<file path="src/design/mrlc_pkg.sv">
`timescale 1ns / 1ps
// ----------------------------------------------------------------------------
// mrlc_pkg
// Shared types, record codes and the first-character lookup for the line
// classifier.
// ----------------------------------------------------------------------------
package mrlc_pkg;

    // Character codes
    localparam logic [7:0] CHAR_COMMENT = 8'h40;  // '@'
    localparam logic [7:0] CHAR_BLOCK   = 8'h26;  // '&'
    localparam logic [7:0] CHAR_ATTR    = 8'h24;  // '$'
    localparam logic [7:0] CHAR_END     = 8'h2F;  // '/'

    // Header window and count ceiling
    localparam logic [3:0] HEADER_LINES = 4'd12;
    localparam logic [3:0] COUNT_MAX    = 4'd13;

    // Record codes
    localparam logic [4:0] RT_UNKNOWN     = 5'd0;
    localparam logic [4:0] RT_COMMENT     = 5'd1;
    localparam logic [4:0] RT_BLOCK       = 5'd2;
    localparam logic [4:0] RT_HEADER_BASE = 5'd2;
    localparam logic [4:0] RT_HEADER_LAST = 5'd14;
    localparam logic [4:0] RT_EMPTY       = 5'd15;
    localparam logic [4:0] RT_ENDTEXT     = 5'd16;
    localparam logic [4:0] RT_NOTE        = 5'd17;
    localparam logic [4:0] RT_CHORD       = 5'd18;
    localparam logic [4:0] RT_CUE         = 5'd19;
    localparam logic [4:0] RT_GRACE       = 5'd20;
    localparam logic [4:0] RT_PRINT       = 5'd21;
    localparam logic [4:0] RT_SOUND       = 5'd22;
    localparam logic [4:0] RT_END         = 5'd23;
    localparam logic [4:0] RT_APPEND      = 5'd24;
    localparam logic [4:0] RT_BACKSPACE   = 5'd25;
    localparam logic [4:0] RT_FIGURED     = 5'd26;
    localparam logic [4:0] RT_INVISIBLE   = 5'd27;
    localparam logic [4:0] RT_MEASURE     = 5'd28;
    localparam logic [4:0] RT_REST        = 5'd29;
    localparam logic [4:0] RT_DIRECTION   = 5'd30;
    localparam logic [4:0] RT_ATTRIBUTES  = 5'd31;

    // One line descriptor
    typedef struct packed {
        logic       file_start;
        logic       line_empty;
        logic [7:0] first_char;
    } line_item_t;

    // Kept state between lines
    typedef struct packed {
        logic       comment_open;
        logic [3:0] header_count;
        logic       attributes_seen;
        logic       end_seen;
    } cls_state_t;

    // Record type from the first character of a body line
    function automatic logic [4:0] type_of_char(input logic [7:0] c);
        logic [4:0] t;
        begin
            t = RT_UNKNOWN;
            if (c >= 8'h41 && c <= 8'h47) begin
                t = RT_NOTE;
            end else begin
                unique case (c)
                    8'h20:    t = RT_CHORD;
                    8'h63:    t = RT_CUE;
                    8'h67:    t = RT_GRACE;
                    8'h50:    t = RT_PRINT;
                    8'h53:    t = RT_SOUND;
                    CHAR_END: t = RT_END;
                    8'h61:    t = RT_APPEND;
                    8'h62:    t = RT_BACKSPACE;
                    8'h66:    t = RT_FIGURED;
                    8'h69:    t = RT_INVISIBLE;
                    8'h6D:    t = RT_MEASURE;
                    8'h72:    t = RT_REST;
                    8'h2A:    t = RT_DIRECTION;
                    CHAR_ATTR: t = RT_ATTRIBUTES;
                    default:  t = RT_UNKNOWN;
                endcase
            end
            return t;
        end
    endfunction

endpackage

</file>
<file path="src/design/mrlc_in_stage.sv">
`timescale 1ns / 1ps
// ----------------------------------------------------------------------------
// mrlc_in_stage
// Input register: captures one line descriptor word and holds it until the
// classifier stage takes it.
// ----------------------------------------------------------------------------
module mrlc_in_stage
    import mrlc_pkg::*;
(
    input  logic       aclk,
    input  logic       aresetn,
    input  logic       s_tvalid,
    output logic       s_tready,
    input  logic [7:0] s_tdata,   // [7:0] first_char
    input  logic [1:0] s_tuser,   // [0] file_start, [1] line_empty
    output logic       item_valid,
    output line_item_t item,
    input  logic       item_take
);

    logic       valid_reg, valid_next;
    line_item_t item_reg, item_next;

    // Accept when empty or when the held word leaves this cycle
    assign s_tready = !valid_reg || item_take;

    always_comb begin
        valid_next = valid_reg;
        item_next  = item_reg;
        if (s_tready) begin
            valid_next = s_tvalid;
            if (s_tvalid) begin
                item_next.file_start = s_tuser[0];
                item_next.line_empty = s_tuser[1];
                item_next.first_char = s_tdata;
            end
        end
    end

    // Control register
    always_ff @(posedge aclk) begin
        if (!aresetn) begin
            valid_reg <= 1'b0;
        end else begin
            valid_reg <= valid_next;
        end
    end

    // Payload register
    always_ff @(posedge aclk) begin
        item_reg <= item_next;
    end

    assign item_valid = valid_reg;
    assign item       = item_reg;

endmodule

</file>
<file path="src/design/mrlc_classifier.sv">
`timescale 1ns / 1ps
// ----------------------------------------------------------------------------
// mrlc_classifier
// Classifies the held line, updates the kept comment, header and section
// flags, and registers the record type for the output channel.
// ----------------------------------------------------------------------------
module mrlc_classifier
    import mrlc_pkg::*;
(
    input  logic       aclk,
    input  logic       aresetn,
    input  logic       item_valid,
    input  line_item_t item,
    output logic       item_take,
    output logic       m_tvalid,
    input  logic       m_tready,
    output logic [7:0] m_tdata    // [4:0] record_type, [7:5] zero
);

    cls_state_t state_reg, state_next;
    logic       out_valid_reg, out_valid_next;
    logic [4:0] rtype_reg, rtype_next;

    cls_state_t cur;
    cls_state_t upd;
    logic [4:0] rtype;
    logic [3:0] cnt_inc;
    logic [4:0] char_type;
    logic       is_char_attr;
    logic       is_char_end;

    // Take the held word when the result register is free or draining
    assign item_take = item_valid && (!out_valid_reg || m_tready);

    // Classify one line
    always_comb begin
        cur = item.file_start ? '0 : state_reg;
        upd = cur;
        is_char_attr = (item.first_char == CHAR_ATTR);
        is_char_end  = (item.first_char == CHAR_END);
        char_type    = type_of_char(item.first_char);
        cnt_inc      = (cur.header_count < COUNT_MAX) ?
                       (cur.header_count + 4'd1) : cur.header_count;
        rtype        = RT_UNKNOWN;
        priority if (!item.line_empty && item.first_char == CHAR_COMMENT) begin
            rtype = RT_COMMENT;
        end else if (!item.line_empty && item.first_char == CHAR_BLOCK) begin
            upd.comment_open = !cur.comment_open;
            rtype = RT_BLOCK;
        end else if (!item.line_empty && cur.comment_open) begin
            rtype = RT_BLOCK;
        end else begin
            upd.header_count = cnt_inc;
            priority if (cnt_inc <= HEADER_LINES) begin
                rtype = RT_HEADER_BASE + {1'b0, cnt_inc};
            end else if (item.line_empty) begin
                rtype = RT_EMPTY;
            end else if (!is_char_attr && !cur.attributes_seen) begin
                rtype = RT_HEADER_LAST;
            end else if (cur.end_seen && !is_char_end) begin
                rtype = RT_ENDTEXT;
            end else begin
                rtype = char_type;
                if (char_type == RT_END) begin
                    upd.end_seen = 1'b1;
                end
                if (char_type == RT_ATTRIBUTES) begin
                    upd.attributes_seen = 1'b1;
                end
            end
        end
    end

    // Advance state and result register
    always_comb begin
        state_next     = state_reg;
        out_valid_next = out_valid_reg;
        rtype_next     = rtype_reg;
        if (m_tready) begin
            out_valid_next = 1'b0;
        end
        if (item_take) begin
            state_next     = upd;
            out_valid_next = 1'b1;
            rtype_next     = rtype;
        end
    end

    // Control registers
    always_ff @(posedge aclk) begin
        if (!aresetn) begin
            state_reg     <= '0;
            out_valid_reg <= 1'b0;
        end else begin
            state_reg     <= state_next;
            out_valid_reg <= out_valid_next;
        end
    end

    // Payload register
    always_ff @(posedge aclk) begin
        rtype_reg <= rtype_next;
    end

    assign m_tvalid = out_valid_reg;
    assign m_tdata  = {3'b000, rtype_reg};

endmodule

</file>
<file path="src/design/music_record_line_classifier_top.sv">
`timescale 1ns / 1ps
// ----------------------------------------------------------------------------
// music_record_line_classifier_top
// Types each line of a music notation text file from its first character,
// its emptiness and the comment, header and section flags kept per file.
// ----------------------------------------------------------------------------
//  channel | dir | tdata                  | tuser
//  s_      | in  | [7:0] first_char       | [0] file_start, [1] line_empty
//  m_      | out | [4:0] record_type      | -
//
//  One word per cycle sustained while m_tready stays high; a word sits in the
//  input register after it is accepted and moves into the result register
//  when that register is free or draining, which raises m_tvalid.
//  The kept flags update in the same cycle that a word enters the result
//  register, so order is kept across any stall pattern.
//  Synchronous active-low reset clears the flags and both valid bits.
//  A stall on m_ backs up into the input register and then drops s_tready.
// ----------------------------------------------------------------------------
module music_record_line_classifier_top
    import mrlc_pkg::*;
(
    input  logic       aclk,
    input  logic       aresetn,
    input  logic       s_tvalid,
    output logic       s_tready,
    input  logic [7:0] s_tdata,   // [7:0] first_char
    input  logic [1:0] s_tuser,   // [0] file_start, [1] line_empty
    output logic       m_tvalid,
    input  logic       m_tready,
    output logic [7:0] m_tdata    // [4:0] record_type, [7:5] zero
);

    logic       item_valid;
    logic       item_take;
    line_item_t item;

    mrlc_in_stage u_in_stage (
        .aclk       (aclk),
        .aresetn    (aresetn),
        .s_tvalid   (s_tvalid),
        .s_tready   (s_tready),
        .s_tdata    (s_tdata),
        .s_tuser    (s_tuser),
        .item_valid (item_valid),
        .item       (item),
        .item_take  (item_take)
    );

    mrlc_classifier u_classifier (
        .aclk       (aclk),
        .aresetn    (aresetn),
        .item_valid (item_valid),
        .item       (item),
        .item_take  (item_take),
        .m_tvalid   (m_tvalid),
        .m_tready   (m_tready),
        .m_tdata    (m_tdata)
    );

endmodule

</file>
<file path="config.mk">
export PLATFORM = sky130hd
export DESIGN_NAME = music_record_line_classifier_top
export DESIGN_NICKNAME = d
export VERILOG_FILES = /design/src/design/mrlc_pkg.sv /design/src/design/mrlc_in_stage.sv /design/src/design/mrlc_classifier.sv /design/src/design/music_record_line_classifier_top.sv
export SDC_FILE = /design/constraint.sdc
export NUM_CORES = 1
export LEC_CHECK = 0
export ABC_AREA = 0
export BUFFER_PORTS_ARGS = -buffer_cell sky130_fd_sc_hd__buf_2
export CAP_MARGIN = 20
export CELL_PAD_IN_SITES_DETAIL_PLACEMENT = 0
export CELL_PAD_IN_SITES_GLOBAL_PLACEMENT = 1
export CORE_UTILIZATION = 43
export DETAILED_ROUTE_END_ITERATION = 6
export MAX_ROUTING_LAYER = met4
export PLACE_DENSITY = 0.84
export REMOVE_ABC_BUFFERS = 1
export SKIP_CTS_REPAIR_TIMING = 1
export SYNTH_ARGS = -nofsm -noshare
export SYNTH_HDL_FRONTEND = slang
export SYNTH_SLANG_ARGS = --single-unit
export TNS_END_PERCENT = 20
</file>
<file path="constraint.sdc">
create_clock -name aclk -period 2.4 [get_ports aclk]
set_input_delay 0.24 -clock aclk [delete_from_list [all_inputs] [get_ports aclk]]
set_output_delay 0.24 -clock aclk [all_outputs]
set_load 0.005 [all_outputs]
</file>
After elaboration in Yosys (flattened, before gate mapping):

Cells that the tools add are included.

* reduce and logical (&&, ||, !) cells: 19
* eq/ne operators: 18
* mux-type cells: 22
* magnitude comparators: 4
* add/sub/neg operators: 2

Operators by type and width (count)
* $eq 8x7->1 const B: 11
* $pmux 5 s14: 1
* $eq 8x6->1 const B: 5
* $mux 5: 5
* $mux 7: 2
* $mux 2: 6
* $mux 6: 2
* $eq 5x5->1 const B: 2
* $ge 8x7->1 const B: 1
* $le 8x7->1 const B: 1
* $logic_and 1x1->1: 7
* $logic_not 1->1: 7
* $add 2x4->5 const A: 1
* $mux 1: 5
* $add 4x1->4 const B: 1
* $le 4x4->1 const B: 1
* $lt 4x4->1 const B: 1
* $mux 4: 1
* $reduce_or 3->1: 1
* $logic_or 1x1->1: 2
* $reduce_and 2->1: 1
* $reduce_bool 2->1: 1

* logic and storage cells: 76
* register bits after elaboration: 24
* output and inout port bits: 10

Logic depth before layout (Yosys ltp):

* depth after elaboration: 12
* depth in mapped cells: 10
* depth with buffers taken out: 10

By module:

Synthesis repeated with hierarchy kept, for this count alone.

* cell total of the unflattened synthesis: 199
* area, all modules: 1749.2 sq um

Modules (own cells, without submodules)
* mrlc_classifier: seq. area each 310.3 sq um, cells an instance 184, area each 1391.3 sq um, times used 1
* mrlc_in_stage: seq. area each 320.3 sq um, cells an instance 15, area each 357.8 sq um, times used 1

Worst setup path after synthesis:

Ideal clock, no wire load.

* path kind: flip-flop to flip-flop
* from: register u_in_stage.item_reg (netlist bit u_in_stage.item[9])
* to: register u_classifier.rtype_reg[3] (data pin)
* stages on the path, launching flop included: 8
* setup slack: 0.276 ns
* data arrival time: 1.957 ns
* period minus slack after synthesis: 2.124 ns
* buffers on the path: 0
* path through: edfxtp_1 -> nor2b_1 -> nand2_1 -> nor2_1 -> mux2_2 -> ha_1 -> o21a_1 -> a211oi_1

* cells in the longest elaborated chain, start to end: 6

RTL lines
* from (decl): line mrlc_in_stage.sv:22 `line_item_t item_reg, item_next;`
* from (signal assigned): line mrlc_in_stage.sv:51 `item_reg <= item_next;`
* $mux 7 (*): line mrlc_classifier.sv:37 `cur = item.file_start ? '0 : state_reg;`
* parallel branches: the longest is 5 deep, another holds $add 2x4->5
* to (signal assigned): line mrlc_classifier.sv:102 `rtype_reg <= rtype_next;`
* to (decl): line mrlc_classifier.sv:22 `logic [4:0] rtype_reg, rtype_next;`

Every way passes the cells marked *.
A chain may end at the register's enable or synchronous reset.

Worst setup path after layout:

Same ends and word-level chain as after synthesis.

==> impl_results.md <==
* Max reg flops at 10
* Count of port buffers added during placement at 20
* Synthesis-stage register bit count at 24
* Slew Viols, Final at 0
* Tcrit/Tclk final at a little over nine tenths
* Lkg Pwr at 0.708 nW
* Reg2reg start: u_in_stage.item[9]
* Worst-path fanout max at 7
* Htree depth at 1
* Max Clk Rate at roughly 0.44 GHz
* CP peak stage delay at 410 ps
* Final Hold Viols at 0
* Clock transition at the registers of the reported paths at 90 ps
* Num CTS Buffers at 3
* Nets at roughly 220
* Hold slack at 145 ps
* Synth Area per Inst at between 9 and 10 µm²
* Post-layout util at 51.4%
* Remaining antenna violation count after routing at 0
* Worst min path class: input port to register
* Fraction of layout cells with a size suffix above 1 at 23.9%
* Async set-or-reset flop fraction in the synthesized netlist at 0%
* Die area at slightly above 0.004 mm²
* 1st-pass router iterations at 4
* Min-Delay Endpoint: u_in_stage.item[3]
* Crit-path most repeated cell: ha_1
* Hold Path Cell Cnt at 1
* Crit path cell chain: inv_2 > nand2_1 > ha_1 > nor2_2 > mux2_2 > ha_1 > o21a_1 > a211oi_2
* HP Start: s_tdata[3]
* Flop2flop setup slack at 140 ps
* CP max-delay cell: edfxtp_1
* Area Growth Syn to Fin at 14.5%
* Diode count at 0
* Part of the Yosys area used for sequential elements at 38.4%
* Setup Crit Path Kind: register to register
* Final Critical Period at 2260 ps
* Clock Sinks at 24
* Core area at 0.00366 mm²
* First-pass GRT wire length at 5.65 mm
* EDFF count, synth at 15
* Final GP Congestion at 0.869
* Reg2Reg Depth at 8
* Clk buf depth at 2
* Grt ovf at 0
* Synth cell types at 54
* IO Count at 24
* Post-Route WL at 3.41 mm
* Max Cap Violations at 0
* RSZ-0062 raised after global routing: false
* Ys flop type: edfxtp_1
* Avg WL per Cell at roughly 14 µm
* # DRC at 0
* Clock Skew at about 4.8 ps
* Root buffer cell: clkbuf_8
* Via count at roughly 1400
* Worst Path Required at 2500 ps
* Die height at 63.8 µm
* Critical Path Start Type: register
* GRT Overall Usage at between 10% and 20%
* Mapped Area at 0.00164 mm²
* Drt first-iter violations at 55
* Die Wd at 63.8 µm
* Largest net degree at the start of global routing at 15
* Final setup violation count at 0
* CTS tree: done
* Status: finished clean
* Crit end category: register
* FP Rows at 22
* Setup TNS at 0 ps
* CP arrival at between 2000 and 2500 ps
* Tot Pwr at just over 800 µW
* Power per standard cell area at 441 mW/mm²
* Post-Synthesis Cells at 174
* Skew-Pair Late Insertion Delay at 270 ps
* Max VDD drop at 264 µV
* Vias in the first global route at 1345
* Post-DP HPWL at 2.69 mm
* Initial core utilization at 44.9%
* Yosys warns at 0
* R2r endpoint: u_classifier.rtype_reg[3]
* Vias per cell at 5.74
* Antenna violations before repair at 0
-- power by group --
| part | total [mW] | internal (mW) | switching [mW] |
|---|---|---|---|
| combinational | 0.103 | 0.0489 | 0.0537 |
| sequential | 0.483 | 0.458 | 0.0252 |
| clock | 0.244 | 0.114 | 0.129 |
| total | 0.830 | 0.622 | 0.208 |
-- stage by stage --
step	cells	area [µm²]	setup slack, ps
2_1_floorplan	167	1590	171
3_3_place_gp	245	1820	113
3_5_place_dp	245	1820	6.47
4_1_cts	249	1870	-9.98
5_1_grt	249	1880	7.15
6_report	249	1880	139
-- how the worst max path moves through the flow --
stage | slack [ps] | to | startpoint | cells after the start
5_1_grt | 7 | u_classifier.state_reg[0] | u_in_stage.item[6] | 6
2_1_floorplan | 170 | u_classifier.rtype_reg[4] | u_in_stage.item[3] | 5
3_3_place_gp | 110 | u_classifier.rtype_reg[3] | u_in_stage.item[9] | 8
6_report | 140 | u_classifier.rtype_reg[3] | u_in_stage.item[9] | 8
4_1_cts | -10 | u_classifier.rtype_reg[3] | u_in_stage.item[9] | 8
3_5_place_dp | 6 | u_classifier.rtype_reg[3] | u_in_stage.item[9] | 8
-- placed cells by master (no fill, tap or decap), types with 3 or more instances in the layout --
cell type and count:
buf_2 20, nand2_1 15, edfxtp_1 15, nor2b_1 11, o21ai_0 10, buf_4 10, dfxtp_1 9, nor2_1 8
a22oi_1 7, inv_1 6, a21oi_1 5, nand4_1 5, and2_1 4, nand3_1 4, nor3b_1 4, a211oi_2 3
nor3_1 3, o31ai_1 3, and3_1 3, o21a_1 3, ha_1 3, conb_1 3, clkbuf_8 3
-- cell usage after synthesis, types with 3 or more instances --
library cell / n / area (µm²)
inv_1: 7 / 26.3
nor3b_1: 4 / 30.0
and3_1: 3 / 18.8
nand4_1: 5 / 31.3
and2_1: 4 / 25.0
edfxtp_1: 15 / 450
buf_2: 3 / 15.0
o31ai_1: 3 / 22.5
o21ai_0: 10 / 50.1
a21oi_1: 5 / 25.0
buf_4: 3 / 22.5
nand2_1: 15 / 56.3
dfxtp_1: 9 / 180
nor2_1: 9 / 33.8
nor2b_1: 11 / 68.8
o21a_1: 3 / 22.5
a22oi_1: 7 / 52.6
ha_1: 3 / 37.5
nand3_1: 4 / 20.0
nor3_1: 3 / 15.0
-- cells by family (layout without fill, tap and decap cells) --
kind of cell | Yosys count | after routing | share of synthesized area, %
simple gates | 78 | 78 | 29.9
compound gates | 48 | 48 | 21.2
buf+inv | 16 | 41 | 5.48
flops | 24 | 24 | 38.4
other cells | 1 | 3 | 0.228
xor+xnor | 2 | 2 | 1.07
fa+ha+maj | 3 | 3 | 2.29
mux | 2 | 2 | 1.37
-- cell type report --
class	instances	area (µm²)
clock buffer	3	41.3
clock inverter	1	3.75
fill	339	1780
inverter	7	26.3
multi-input combinational	136	943
sequential	24	631
tap	48	60.1
timing repair buffer	30	175
-- critical path: cells and delay by family (launching register included) --
| family | cells | cell delay (ps) |
|---|---|---|
| AO/OA/AOI/OAI | 2 | 450 |
| adder cells (fa/ha/maj) | 2 | 470 |
| buffers and inverters | 1 | 130 |
| flip-flops | 1 | 410 |
| multiplexers | 1 | 370 |
| AND/OR/NAND/NOR | 2 | 280 |
-- per-layer routing --
| metal | wire length (µm) | up-vias | track usage, % |
|---|---|---|---|
| met5 | 0 | - | - |
| met4 | 31 | 0 | 4.26 |
| met3 | 149 | 7 | 2.68 |
| met2 | 1700 | 41 | 31.3 |
| met1 | 1540 | 674 | 21.5 |
| li1 | - | 708 | - |
(Power assumes the default switching activity.)
